### config.mk
export PLATFORM = sky130hd
export DESIGN_NAME = tile_fill_rect_splitter
export DESIGN_NICKNAME = d
export VERILOG_FILES = /design/src/sv/tfrs_pkg.sv /design/src/sv/tfrs_ctrl.sv /design/src/sv/tfrs_dp.sv /design/src/sv/tile_fill_rect_splitter.sv
export SDC_FILE = /design/constraint.sdc
export NUM_CORES = 1
export LEC_CHECK = 0
export ABC_CLOCK_PERIOD_IN_PS = 6950
export BUFFER_PORTS_ARGS = -buffer_cell sky130_fd_sc_hd__buf_2
export CAP_MARGIN = 20
export CORE_UTILIZATION = 44
export DETAILED_ROUTE_END_ITERATION = 10
export PLACE_DENSITY = 0.73
export SETUP_SLACK_MARGIN = 0.4
export SLEW_MARGIN = 20
export SYNTH_ARGS = -nofsm -noshare
export SYNTH_HDL_FRONTEND = slang
export SYNTH_HIERARCHICAL = 1
export SYNTH_SLANG_ARGS = --single-unit
### constraint.sdc
create_clock -name clk -period 6.95 [get_ports clk]
set_clock_uncertainty 0.1 [all_clocks]
set_input_delay 0.3475 -clock clk [delete_from_list [all_inputs] [get_ports clk]]
set_output_delay 0.3475 -clock clk [all_outputs]
set_load 0.05 [all_outputs]
### src/sv/tfrs_pkg.sv
package tfrs_pkg;

	localparam int unsigned SCREEN_W = 320;
	localparam int unsigned SCREEN_H = 240;
	localparam int unsigned TILE_MIN = 64;
	localparam int unsigned TILE_MAX = 256;

	localparam logic REG_TILE_WIDTH  = 1'b0;
	localparam logic REG_TILE_HEIGHT = 1'b1;

	typedef enum logic [1:0] {
		ST_IDLE,
		ST_MOD,
		ST_EMIT
	} state_t;

	typedef struct packed {
		logic load;
		logic mod_step;
		logic start;
		logic emit;
	} tfrs_cmd_t;

	typedef struct packed {
		logic empty;
		logic mod_done;
		logic piece_last;
	} tfrs_stat_t;

	function automatic logic [8:0] clamp_tile(input logic [8:0] v);
		logic [8:0] r;
		r = v;
		if (v < 9'(TILE_MIN))
			r = 9'(TILE_MIN);
		else if (v > 9'(TILE_MAX))
			r = 9'(TILE_MAX);
		return r;
	endfunction

endpackage

### src/sv/tfrs_ctrl.sv
module tfrs_ctrl
	import tfrs_pkg::*;
(
	input  logic       clk,
	input  logic       arst_n,
	input  logic       in_valid,
	output logic       in_ready,
	output logic       out_valid,
	input  logic       out_ready,
	input  tfrs_stat_t stat,
	output tfrs_cmd_t  cmd
);

	state_t state_q, state_d;
	logic   out_valid_q;
	logic   slot_free;

	assign slot_free = !out_valid_q || out_ready;
	assign out_valid = out_valid_q;

	always_ff @(posedge clk or negedge arst_n) begin
		if (!arst_n) begin
			state_q     <= ST_IDLE;
			out_valid_q <= 1'b0;
		end else begin
			state_q <= state_d;
			if (cmd.emit)
				out_valid_q <= 1'b1;
			else if (out_ready)
				out_valid_q <= 1'b0;
		end
	end

	always_comb begin
		state_d  = state_q;
		cmd      = '0;
		in_ready = 1'b0;
		case (state_q)
			ST_IDLE: begin
				in_ready = 1'b1;
				if (in_valid) begin
					cmd.load = 1'b1;
					if (!stat.empty)
						state_d = ST_MOD;
				end
			end
			ST_MOD: begin
				if (stat.mod_done) begin
					cmd.start = 1'b1;
					state_d   = ST_EMIT;
				end else begin
					cmd.mod_step = 1'b1;
				end
			end
			ST_EMIT: begin
				if (slot_free) begin
					cmd.emit = 1'b1;
					if (stat.piece_last)
						state_d = ST_IDLE;
				end
			end
			default: begin
				state_d = ST_IDLE;
			end
		endcase
	end

endmodule

### src/sv/tfrs_dp.sv
module tfrs_dp
	import tfrs_pkg::*;
(
	input  logic       clk,
	input  logic       arst_n,
	input  logic       wr_en,
	input  logic       wr_index,
	input  logic [8:0] wr_data,
	input  logic [8:0] rect_x,
	input  logic [7:0] rect_y,
	input  logic [8:0] rect_w,
	input  logic [7:0] rect_h,
	input  tfrs_cmd_t  cmd,
	output tfrs_stat_t stat,
	output logic [9:0] dest_x,
	output logic [8:0] dest_y,
	output logic [8:0] piece_w,
	output logic [8:0] piece_h,
	output logic [7:0] src_x,
	output logic [7:0] src_y,
	output logic       last_piece
);

	logic [8:0] tile_w_q, tile_h_q;
	logic [8:0] tw, th;

	logic [8:0] rx_q, rw_q, rem_x_q, rem_y_q, left_w_q;
	logic [7:0] rh_q, left_h_q, off_x_q, off_y_q;
	logic [9:0] cur_x_q;
	logic [8:0] cur_y_q;

	logic [8:0] pw_full, ph_full, pw, ph;
	logic       row_end, last;

	always_ff @(posedge clk or negedge arst_n) begin
		if (!arst_n) begin
			tile_w_q <= 9'(TILE_MIN);
			tile_h_q <= 9'(TILE_MIN);
		end else if (wr_en) begin
			case (wr_index)
				REG_TILE_WIDTH:  tile_w_q <= wr_data;
				REG_TILE_HEIGHT: tile_h_q <= wr_data;
				default: ;
			endcase
		end
	end

	assign tw = clamp_tile(tile_w_q);
	assign th = clamp_tile(tile_h_q);

	assign pw_full = tw - {1'b0, off_x_q};
	assign ph_full = th - {1'b0, off_y_q};
	assign pw      = (pw_full > left_w_q) ? left_w_q : pw_full;
	assign ph      = (ph_full > {1'b0, left_h_q}) ? {1'b0, left_h_q} : ph_full;
	assign row_end = (pw == left_w_q);
	assign last    = row_end && (ph == {1'b0, left_h_q});

	assign stat.empty      = (rect_w == '0) || (rect_h == '0);
	assign stat.mod_done   = (rem_x_q < tw) && (rem_y_q < th);
	assign stat.piece_last = last;

	always_ff @(posedge clk) begin
		if (cmd.load) begin
			rx_q    <= rect_x;
			rw_q    <= (rect_w > 9'(SCREEN_W)) ? 9'(SCREEN_W) : rect_w;
			rh_q    <= (rect_h > 8'(SCREEN_H)) ? 8'(SCREEN_H) : rect_h;
			rem_x_q <= rect_x;
			rem_y_q <= {1'b0, rect_y};
			cur_y_q <= {1'b0, rect_y};
		end
		if (cmd.mod_step) begin
			if (rem_x_q >= tw)
				rem_x_q <= rem_x_q - tw;
			if (rem_y_q >= th)
				rem_y_q <= rem_y_q - th;
		end
		if (cmd.start) begin
			off_y_q  <= rem_y_q[7:0];
			left_h_q <= rh_q;
			cur_x_q  <= {1'b0, rx_q};
			left_w_q <= rw_q;
			off_x_q  <= rem_x_q[7:0];
		end
		if (cmd.emit) begin
			dest_x     <= cur_x_q;
			dest_y     <= cur_y_q;
			piece_w    <= pw;
			piece_h    <= ph;
			src_x      <= off_x_q;
			src_y      <= off_y_q;
			last_piece <= last;
			if (row_end) begin
				cur_y_q  <= cur_y_q + ph;
				left_h_q <= left_h_q - ph[7:0];
				off_y_q  <= '0;
				cur_x_q  <= {1'b0, rx_q};
				left_w_q <= rw_q;
				off_x_q  <= rem_x_q[7:0];
			end else begin
				cur_x_q  <= cur_x_q + {1'b0, pw};
				left_w_q <= left_w_q - pw;
				off_x_q  <= '0;
			end
		end
	end

endmodule

### src/sv/tile_fill_rect_splitter.sv
// channel   handshake              payload
// config    wr_en                  wr_index, wr_data
// in        in_valid / in_ready    rect_x, rect_y, rect_w, rect_h
// out       out_valid / out_ready  dest_x, dest_y, piece_w, piece_h, src_x, src_y, last_piece
//
// an item is taken, then repeated subtraction finds the two tile offsets, the first row is
// loaded, and the pieces follow (up to 30), each when the output register is free
// a new item is taken only once the previous item's last piece is in the output register
// out_ready low holds the piece sequence; the registered output parts the two sides
// reset sets both tile sizes to 64 and empties the output register
module tile_fill_rect_splitter
	import tfrs_pkg::*;
(
	input  logic       clk,
	input  logic       arst_n,
	input  logic       wr_en,
	input  logic       wr_index,
	input  logic [8:0] wr_data,
	input  logic       in_valid,
	output logic       in_ready,
	input  logic [8:0] rect_x,
	input  logic [7:0] rect_y,
	input  logic [8:0] rect_w,
	input  logic [7:0] rect_h,
	output logic       out_valid,
	input  logic       out_ready,
	output logic [9:0] dest_x,
	output logic [8:0] dest_y,
	output logic [8:0] piece_w,
	output logic [8:0] piece_h,
	output logic [7:0] src_x,
	output logic [7:0] src_y,
	output logic       last_piece
);

	tfrs_cmd_t  cmd;
	tfrs_stat_t stat;

	tfrs_ctrl u_ctrl (
		.clk       (clk),
		.arst_n    (arst_n),
		.in_valid  (in_valid),
		.in_ready  (in_ready),
		.out_valid (out_valid),
		.out_ready (out_ready),
		.stat      (stat),
		.cmd       (cmd)
	);

	tfrs_dp u_dp (
		.clk        (clk),
		.arst_n     (arst_n),
		.wr_en      (wr_en),
		.wr_index   (wr_index),
		.wr_data    (wr_data),
		.rect_x     (rect_x),
		.rect_y     (rect_y),
		.rect_w     (rect_w),
		.rect_h     (rect_h),
		.cmd        (cmd),
		.stat       (stat),
		.dest_x     (dest_x),
		.dest_y     (dest_y),
		.piece_w    (piece_w),
		.piece_h    (piece_h),
		.src_x      (src_x),
		.src_y      (src_y),
		.last_piece (last_piece)
	);

endmodule

==> results of run 1 <==
## how the worst min path moves through the flow
| stage | endpoint | from | cells after the start | slack [ns] |
|---|---|---|---|---|
| 6_report | u_dp/rh_q[7]$_SDFFCE_PN1P_ | rect_h[7] | 1 | 0.02 |
| 3_3_place_gp | u_dp/tile_w_q[3]$_DFFE_PN0P_ | arst_n | 1 | 0.23 |
| 4_1_cts | u_dp/rh_q[5]$_SDFFCE_PN1P_ | rect_h[5] | 1 | 0.001 |
| 5_1_grt | u_dp/rh_q[5]$_SDFFCE_PN1P_ | rect_h[5] | 1 | 0.006 |
| 2_1_floorplan | u_ctrl/out_valid$_DFFE_PN0P_ | arst_n | 0 | -0.05 |
| 3_5_place_dp | u_dp/tile_h_q[3]$_DFFE_PN0P_ | arst_n | 1 | 0.23 |
## critical path: cells and delay by family (launching register included)
kind,cells,cell delay (ns)
flops,1,0.53
simple gates,10,1.74
mux,2,0.73
fa+ha+maj,4,1.14
buf+inv,4,0.62
compound gates,4,0.94
## per-stage QoR
step / instances / setup WS, ns / area [sq um]
2_1_floorplan: 873 / 1.16 / 9710
3_5_place_dp: 1235 / 0.408 / 10500
5_1_grt: 1269 / 0.448 / 11200
6_report: 1269 / 0.852 / 11200
4_1_cts: 1269 / 0.492 / 11200
3_3_place_gp: 1235 / 0.639 / 10500
## what timing repair did
item | CTS | global route
pin swaps | 0 | 0
gates resized for setup | 1 | 9
setup endpoints to repair | 11 | 49
hold buffers | 2 | 0
endpoints found under the hold margin | 20 | 0
## cell families (layout without fill, tap and decap cells)
group / Yosys count / in the layout
fa+ha+maj: 92 / 92
simple gates: 199 / 199
mux: 94 / 94
buf+inv: 108 / 229
other cells: 1 / 1
compound gates: 157 / 157
flops: 171 / 171
xor+xnor: 51 / 51
## synthesized netlist by cell type (all sizes together), types with 20 or more instances
library cell  number  area [sq um]
edfxtp           107          3210
ha                84          1050
inv               83           312
mux2i             55           551
nor2              53           199
a21oi             46           230
dfxtp             43           861
nand2             40           150
mux2              39           439
o21ai             39           195
xnor2             30           263
nor2b             24           150
xor2              20           175
## layer usage
| metal | routed length, microns | up-vias |
|---|---|---|
| li1 | - | 3321 |
| met1 | 10500 | 3177 |
| met3 | 973 | 32 |
| met5 | 0 | - |
| met2 | 9930 | 168 |
| met4 | 475 | 0 |
## area by class of cell
type                    instances  area share, %
flip-flops and latches        171           41.1
clock buffers                  24           4.49
multi-input cells             594           42.1
inverters                      83           2.78
clock inverters                 8          0.962
repair buffers                114           5.43
well taps                     275           3.07
==> run_results.csv, run 1 <==
group,metric,value,unit
grt,met3_usage,3.67,%
synth,synth-edff-count,107,
setup_path,crit_required,7.03,ns
setup_path,ff2ff_path_depth,24,
clock_network,clk_latency,0.43,ns
timing,fin_crit,6.10,ns
clock_network,clockRootBuffer,"clkbuf_16",
grt,grt-busiest-layer,"met2",
timing,finalCritPeriodShare,87.7,%
setup_path,critPathMostFrequentCell,"ha_1",
place,place.detailed.hpwl,16.3,mm
synth,synthMuxAreaShare,10.2,%
setup_path,cp_cell_sequence,"nor2_1 -> nor2_2 -> nand2_1 -> ha_1 -> fa_1 -> nand2b_1 -> a21oi_1 -> o32ai_1 -> or2_2 -> ha_1 -> nand4_1 -> o211a_2 -> nor2_4 -> buf_4 -> mux2_2 -> inv_1 -> ha_1 -> nand4_1 -> nor2_1 -> inv_1 -> a31oi_4 -> nand2b_1 -> buf_6 -> mux2_2",
final_layout,fillerInstances,1889,
clock_network,clk_pin_slew_worst_paths,0.07,ns
timing,setup_viol,0,
final_layout,drive_above_1_share,19.6,%
timing,setup_tns,0,ns
synth,synth_area,9710,sq um
flow_run,drv_cap,0,
synth,yosys.area_share.simple,10.4,%
worst_hold_path,hold_path.class,"in -> reg",
route,vias,6698,
setup_path,r2r-end,"u_dp/cur_x_q[6]$_DFFE_PP_",
place,gp_congestion,0.922,
setup_path,rrSetupSlack,0.85,ns
route,routed_wl,21.9,mm
route,drtAntennaViolNets,0,
synth,ys_ff_latch,171,
timing,tightestPinTransition,0.869,ns
route,via_per_inst,5.28,
synth,async_flop_share,12.3,%
setup_path,cp_max_fo,24,
final_layout,diodes,0,
synth,seq_area_frac_synth,47.4,%
synth,synth-main-ff-cell,"edfxtp_1",
synth,avgSynthCellArea,11.1,sq um
setup_path,setup.worst_path.start,"u_dp/tile_w_q[6]$_DFFE_PN1P_",
setup_path,endpoint,"u_dp/cur_x_q[6]$_DFFE_PP_",
route,drtPass1Iterations,4,
final_layout,reg.largest.list,"u_dp/cur_x_q x10, u_dp/dest_x x10",
synth,synth_xor_area_share,4.74,%
timing,finalHoldViolations,0,
floorplan,dieArea,22700,sq um
final_layout,utilization,52.4,%
timing,rsz0062_at_grt,"no",
floorplan,rows,53,
route,drt_iter0_drc,404,
timing,holdWs,0.0237,ns
clock_network,clk_path_buf_depth,2,
grt,use_met2,31.2,%
clock_network,cts_buffers,17,
setup_path,critical-path-max-stage-delay,0.53,ns
synth,synth_fp_nets,1014,
synth,yosysWarnings,6,
grt,grt_pass1_vias,6554,
grt,grt.overflow.total,0,
setup_path,cp.arrival,6.18,ns
setup_path,r2r_start,"u_dp/tile_w_q[6]$_DFFE_PN1P_",
grt,grt_first_pass_wirelength,34.1,mm
clock_network,cts_tree,"done",
final_layout,mostFrequentLayoutCell,"edfxtp_1",
grt,grt_max_degree,59,
synth,synth_fa_ha_area_share,12.5,%
final_layout,nNetsFinal,1122,
synth,yosysUniqueCellTypes,59,
grt,grt_antenna_before_repair,0,
timing,fmax,0.164,GHz
route,drc,0,
status,status,"completed",
final_layout,multiInputGateArea,4710,sq um
grt,grt_use_met1,27.7,%
setup_path,cp_slowest_cell,"dfstp_2",
route,wire_per_inst,17.2,microns
floorplan,die_h,151,microns
synth,synth_top_family_by_area,"adder cells",
clock_network,htreeDepth,4,
floorplan,core_area,21400,sq um
final_layout,seq_area,4600,sq um
place,port_buffers,104,
synth,synth-compound-area-share,10.4,%
synth,synth_cells,873,
setup_path,crit_type,"reg -> reg",
floorplan,initial_utilization,45.5,%
grt,grt_usage,20.0,%
clock_network,post_cts_buffers,0,
timing,max_slew_margin,42.1,%
clock_network,clock-sinks,171,
final_layout,area_growth,15.2,%
final_layout,mostFrequentLayoutCells,"edfxtp_1, buf_2, ha_1",
floorplan,die_w,151,microns
floorplan,io_pins,105,
setup_path,worst_setup_path_end_kind,"flop",
timing,maxSlewViolCount,0,
setup_path,startpoint_type,"flop",
Power of run 1 is not shown: default switching activity piles up to over one toggle a cycle in this logic, so the estimate is an artifact.
==> run 2, diff against run 1 <==
REMOVE_ABC_BUFFERS = 1   (was unset)
==> run 2 against run 1 <==
  * Critical path depth is 1 lower
  * Cell area is 0.49% lower
  * Non-clock buffer count is 2 higher
  * Sequential share of layout area is 0.20 points higher
  * First-iteration DRC count is 18% higher
  * Flip-flop and latch count stayed put
  * Hold slack hardly changed
  * Maximum frequency is 0.79% lower
  * Global-route usage is 0.16 points lower
  * Count of clock-buffer cells in the layout is 7 lower
  * Die area stayed put
==> run_results.csv, run 2 (same netlist as run 1, synthesis figures left out) <==
group,metric,value,unit
status,status,"completed",
place,place.detailed.hpwl,16.5,mm
place,dp_cells,1237,
worst_hold_path,hold_path.class,"in -> reg",
clock_network,clk_latency,0.44,ns
final_layout,final_cells,1271,
route,routed_wl,21.7,mm
floorplan,initial_utilization,45.5,%
floorplan,die_w,151,microns
clock_network,clk_path_buf_depth,2,
final_layout,reg.largest.list,"u_dp/cur_x_q x10, u_dp/dest_x x10",
floorplan,dieArea,22700,sq um
grt,grt.overflow.total,0,
route,drtPass1Iterations,5,
setup_path,worst_setup_path_end_kind,"flop",
setup_path,crit_type,"reg -> reg",
timing,rsz0062_at_grt,"no",
floorplan,rows,53,
timing,max_slew_margin,48.9,%
clock_network,cts_tree,"done",
final_layout,diodes,0,
clock_network,htreeDepth,4,
final_layout,area_growth,14.7,%
clock_network,post_cts_buffers,0,
place,port_buffers,104,
route,wire_per_inst,17.0,microns
route,drt_iter0_drc,477,
setup_path,cp_max_fo,14,
floorplan,core_area,21400,sq um
grt,grt_pass1_vias,6372,
timing,tightestPinTransition,0.767,ns
final_layout,mostFrequentLayoutCell,"edfxtp_1",
final_layout,mostFrequentLayoutCells,"edfxtp_1, buf_2, ha_1",
timing,fin_crit,6.15,ns
setup_path,cp.arrival,6.23,ns
clock_network,clock-sinks,171,
grt,grt_usage,19.9,%
place,gp_congestion,0.914,
route,via_per_inst,5.32,
timing,setup_tns,0,ns
timing,maxSlewViolCount,0,
floorplan,die_h,151,microns
timing,finalCritPeriodShare,88.4,%
final_layout,utilization,52.2,%
flow_run,drv_cap,0,
route,drc,0,
place,post-place-ws,0.618,ns
grt,grt_antenna_before_repair,0,
final_layout,drive_above_1_share,19.4,%
clock_network,clockRootBuffer,"clkbuf_16",
final_layout,nNetsFinal,1124,
grt,grt_max_degree,58,
setup_path,startpoint_type,"flop",
clock_network,clk_pin_slew_worst_paths,0.07,ns
floorplan,io_pins,105,
route,drtAntennaViolNets,0,
grt,grt_first_pass_wirelength,33.8,mm
timing,setup_viol,0,
clock_network,cts_buffers,17,
setup_path,crit_required,7.03,ns
route,vias,6766,
timing,finalHoldViolations,0,
timing,fmax,0.163,GHz
timing,layout_setup_ws,0.804,ns
-- run 2: cell type report --
| type | count | area [sq um] |
|---|---|---|
| inverters | 83 | 312 |
| multi-input cells | 594 | 4700 |
| clock inverters | 15 | 138 |
| well taps | 275 | 344 |
| flip-flops and latches | 171 | 4600 |
| clock buffers | 17 | 425 |
| repair buffers | 116 | 616 |
| fillers | 1897 | 10200 |
-- run 2: through the flow --
step,hold slack [ns],area [sq um]
2_1_floorplan,-0.0481,9590
3_3_place_gp,0.222,10500
4_1_cts,0.00779,11100
3_5_place_dp,0.226,10500
5_1_grt,0.0138,11100
6_report,0.0239,11100
-- run 2: path summary, 6_finish.rpt --
kind | from | to | slack [ns] | depth (start not counted)
max | u_dp/tile_w_q[6]$_DFFE_PN1P_ | u_dp/cur_x_q[6]$_DFFE_PP_ | 0.80 | 23
max reg2reg | u_dp/tile_w_q[6]$_DFFE_PN1P_ | u_dp/cur_x_q[6]$_DFFE_PP_ | 0.80 | 23
max in group asynchronous | arst_n | u_dp/tile_w_q[6]$_DFFE_PN1P_ | 6.11 | 2
min | rect_h[6] | u_dp/rh_q[6]$_SDFFCE_PN1P_ | 0.02 | 1
min reg2reg | u_dp/off_x_q[5]$_DFFE_PP_ | u_dp/src_x[5]$_DFFE_PP_ | 0.35 | 0
min in group asynchronous | arst_n | u_dp/tile_w_q[2]$_DFFE_PN0P_ | 0.29 | 2
-- run 2: timing repair --
item	CTS	global route
endpoints found under the hold margin	20	0
setup endpoints to repair	0	18
hold buffers	2	0
gates resized for setup	0	3
-- run 2: worst max-delay path, stage by stage (launching register included) --
cell      delay (ns)
dfstp_2         0.53
nor2_1          0.04
nor2_1          0.28
nand2_1         0.13
ha_1            0.23
fa_1            0.41
nand2b_1        0.18
a21oi_1         0.23
o32ai_1         0.15
or2_2           0.31
ha_1            0.32
nand4_1         0.13
o211a_2         0.34
nor2_2          0.34
mux2i_2         0.42
inv_1           0.14
ha_1            0.31
nand4_1         0.12
nor2_1          0.12
inv_1           0.10
a31oi_4         0.21
nand2b_1        0.15
buf_4           0.24
mux2_2          0.35
-- run 2: layer usage --
metal  GRT usage [%]  part of all wire, %  up-vias
met1            27.8                   48     3234
met5               0                    0        -
li1                -                    -     3335
met4            8.18                  2.5        0
met2            30.8                   46      164
met3            2.82                  4.3       33
Power of run 2 is left out for the same reason.
==> run 3, diff against run 2 <==
SYNTH_HIERARCHICAL = unset   (was 1)
==> run 3 against run 2 <==
  * Maximum frequency increased by 0.66%
  * Via count increased by 2.8%
  * Global-route usage increased by 0.26 points
  * Cell area increased by 0.93%
  * Critical path depth increased by 1
  * Synthesized cell count increased by 0.80%
  * Critical endpoint is now u_dp.cur_x_q[5]$_DFFE_PP_
  * Largest cell class unchanged
==> run_results.csv, run 3 <==
group,metric,value,unit
status,status,"completed",
grt,grt_pass1_vias,6697,
timing,finalHoldViolations,0,
final_layout,fillerInstances,1937,
timing,rsz0062_at_grt,"no",
grt,grt_first_pass_wirelength,34.5,mm
synth,yosysUniqueCellTypes,66,
place,gp_congestion,0.908,
route,via_per_inst,5.40,
floorplan,core_area,21800,sq um
synth,synth-main-ff-cell,"edfxtp_1",
clock_network,clk_latency,0.44,ns
timing,setup_viol,0,
grt,grt_antenna_before_repair,1,
timing,finalCritPeriodShare,87.9,%
setup_path,r2r_start,"u_dp.tile_w_q[6]$_DFFE_PN1P_",
grt,grt.overflow.total,0,
clock_network,htreeDepth,4,
grt,use_met2,31.7,%
floorplan,initial_utilization,44.7,%
clock_network,clock-sinks,171,
final_layout,nNetsFinal,1136,
floorplan,die_h,151,microns
synth,synth_cells,880,
setup_path,setup.worst_path.start,"u_dp.tile_w_q[6]$_DFFE_PN1P_",
final_layout,drive_above_1_share,18.9,%
synth,synth_area_leaders,"edfxtp_1, ha_1, dfxtp_1, mux2i_1, dfrtp_1",
synth,synth_commonest_cells,"edfxtp_1, ha_1, inv_1",
clock_network,clk_path_buf_depth,2,
final_layout,reg.largest.list,"u_dp.cur_x_q x10, u_dp.dest_x x10",
timing,maxSlewViolCount,0,
synth,synth_area,9730,sq um
timing,max_slew_margin,43.6,%
setup_path,startpoint_type,"flop",
clock_network,clk_pin_slew_worst_paths,0.07,ns
timing,fmax,0.164,GHz
clock_network,cts_buffers,17,
route,vias,6958,
synth,synth_top_area_share,33.0,%
synth,synth-edff-count,107,
flow_run,drv_cap,0,
grt,grt_max_degree,58,
floorplan,die_w,151,microns
place,place.detailed.hpwl,16.3,mm
synth,ys_ff_latch,171,
timing,fin_crit,6.11,ns
setup_path,worst_setup_path_end_kind,"flop",
setup_path,crit_required,7.04,ns
grt,grt_usage,20.1,%
synth,seq_area_frac_synth,47.3,%
final_layout,mostFrequentLayoutCells,"edfxtp_1, buf_2, ha_1",
synth,avgSynthCellArea,11.1,sq um
synth,async_flop_share,12.3,%
grt,grt-busiest-layer,"met2",
route,drt_iter0_drc,488,
final_layout,mostFrequentLayoutCell,"edfxtp_1",
place,port_buffers,104,
floorplan,io_pins,105,
timing,tightestPinTransition,0.844,ns
route,wire_per_inst,17.0,microns
final_layout,fin_area,11200,sq um
synth,synth.most_common_cell,"edfxtp_1",
worst_hold_path,hp-start,"rect_x[3]",
timing,holdWs,0.0107,ns
route,drc,0,
final_layout,utilization,51.7,%
route,routed_wl,21.9,mm
floorplan,rows,54,
grt,met3_usage,4.00,%
clock_network,clockRootBuffer,"clkbuf_16",
route,drtPass1Iterations,5,
clock_network,cts_tree,"done",
timing,setup_tns,0,ns
place,place_area,10600,sq um
worst_hold_path,hold_path.class,"in -> reg",
floorplan,dieArea,22700,sq um
route,drtAntennaViolNets,0,
setup_path,cp.arrival,6.19,ns
final_layout,area_growth,15.5,%
final_layout,diodes,0,
setup_path,crit_type,"reg -> reg",
synth,yosysWarnings,0,
grt,grt_use_met1,27.5,%
synth,synth_top_cell_by_area,"edfxtp_1",
setup_path,cp_max_fo,25,
## run 3: kinds of logic (layout without fill, tap and decap cells)
| kind of cell | Yosys count | after routing | share of synthesized area [%] |
|---|---|---|---|
| simple gates | 198 | 198 | 9.97 |
| compound gates | 179 | 179 | 11.8 |
| flops | 171 | 171 | 47.3 |
| buf+inv | 103 | 232 | 4.36 |
| fa+ha+maj | 91 | 91 | 12.3 |
| mux | 88 | 88 | 9.56 |
| xor+xnor | 49 | 49 | 4.69 |
| other cells | 1 | 1 | 0.0385 |
## run 3: stage by stage
step	setup WS (ns)	std cells
3_5_place_dp	0.195	1252
4_1_cts	0.475	1285
2_1_floorplan	0.367	861
3_3_place_gp	0.461	1252
6_report	0.844	1289
5_1_grt	0.390	1289
## run 3: final timing paths
check | end | slack [ns] | cells after the start
worst min register to register | u_dp.src_x[6]$_DFFE_PP_ | 0.34 | 0
min in group asynchronous | u_dp.tile_h_q[3]$_DFFE_PN0P_ | 0.30 | 2
worst max-delay path | u_dp.cur_x_q[5]$_DFFE_PP_ | 0.84 | 24
worst min-delay path | u_dp.rx_q[3]$_DFFE_PP_ | 0.01 | 1
max in group asynchronous | u_dp.tile_h_q[6]$_DFFE_PN1P_ | 6.10 | 2
worst max register to register | u_dp.cur_x_q[5]$_DFFE_PP_ | 0.84 | 24
## run 3: area by class of cell
class                   count  area (sq um)  area share [%]
clock buffers              18           429            3.82
multi-input cells         606          4760            42.3
repair buffers            116           613            5.45
clock inverters            14           173            1.54
well taps                 280           350            3.12
inverters                  84           315            2.81
flip-flops and latches    171          4600            40.9
## run 3: worst max-delay path, cell delays in order, from the launching register on
cell and delay (ns):
dfstp_2 0.53, nor2_1 0.04, nor2_2 0.19, nand2_1 0.11, inv_1 0.15, ha_1 0.25, nor2b_1 0.12, o21ai_0 0.20
a21boi_0 0.15, o21ai_0 0.19, a21boi_0 0.14, xor2_1 0.24, ha_1 0.29, and3_1 0.22, a221o_1 0.35, a31oi_4 0.30
a31oi_4 0.14, mux2_2 0.34, inv_1 0.09, ha_1 0.29, nand4_1 0.09, or3_1 0.48, a21o_1 0.28, nand2_8 0.20
mux2_1 0.35
## run 3: per-layer routing
layer  up-vias  wire [microns]
met3        41            1420
met2       216            9970
li1       3372               -
met1      3327           10000
met4         2             465
met5         -               8
## run 3: repair_timing
| action | 4_1_cts | 5_1_grt |
|---|---|---|
| endpoints found under the setup margin | 15 | 52 |
| cloned | 0 | 0 |
| setup buffers | 0 | 4 |
| hold buffers | 1 | 0 |
| gates resized for setup | 1 | 7 |
| hold endpoints to repair | 19 | 0 |
Power of run 3 is left out for the same reason.
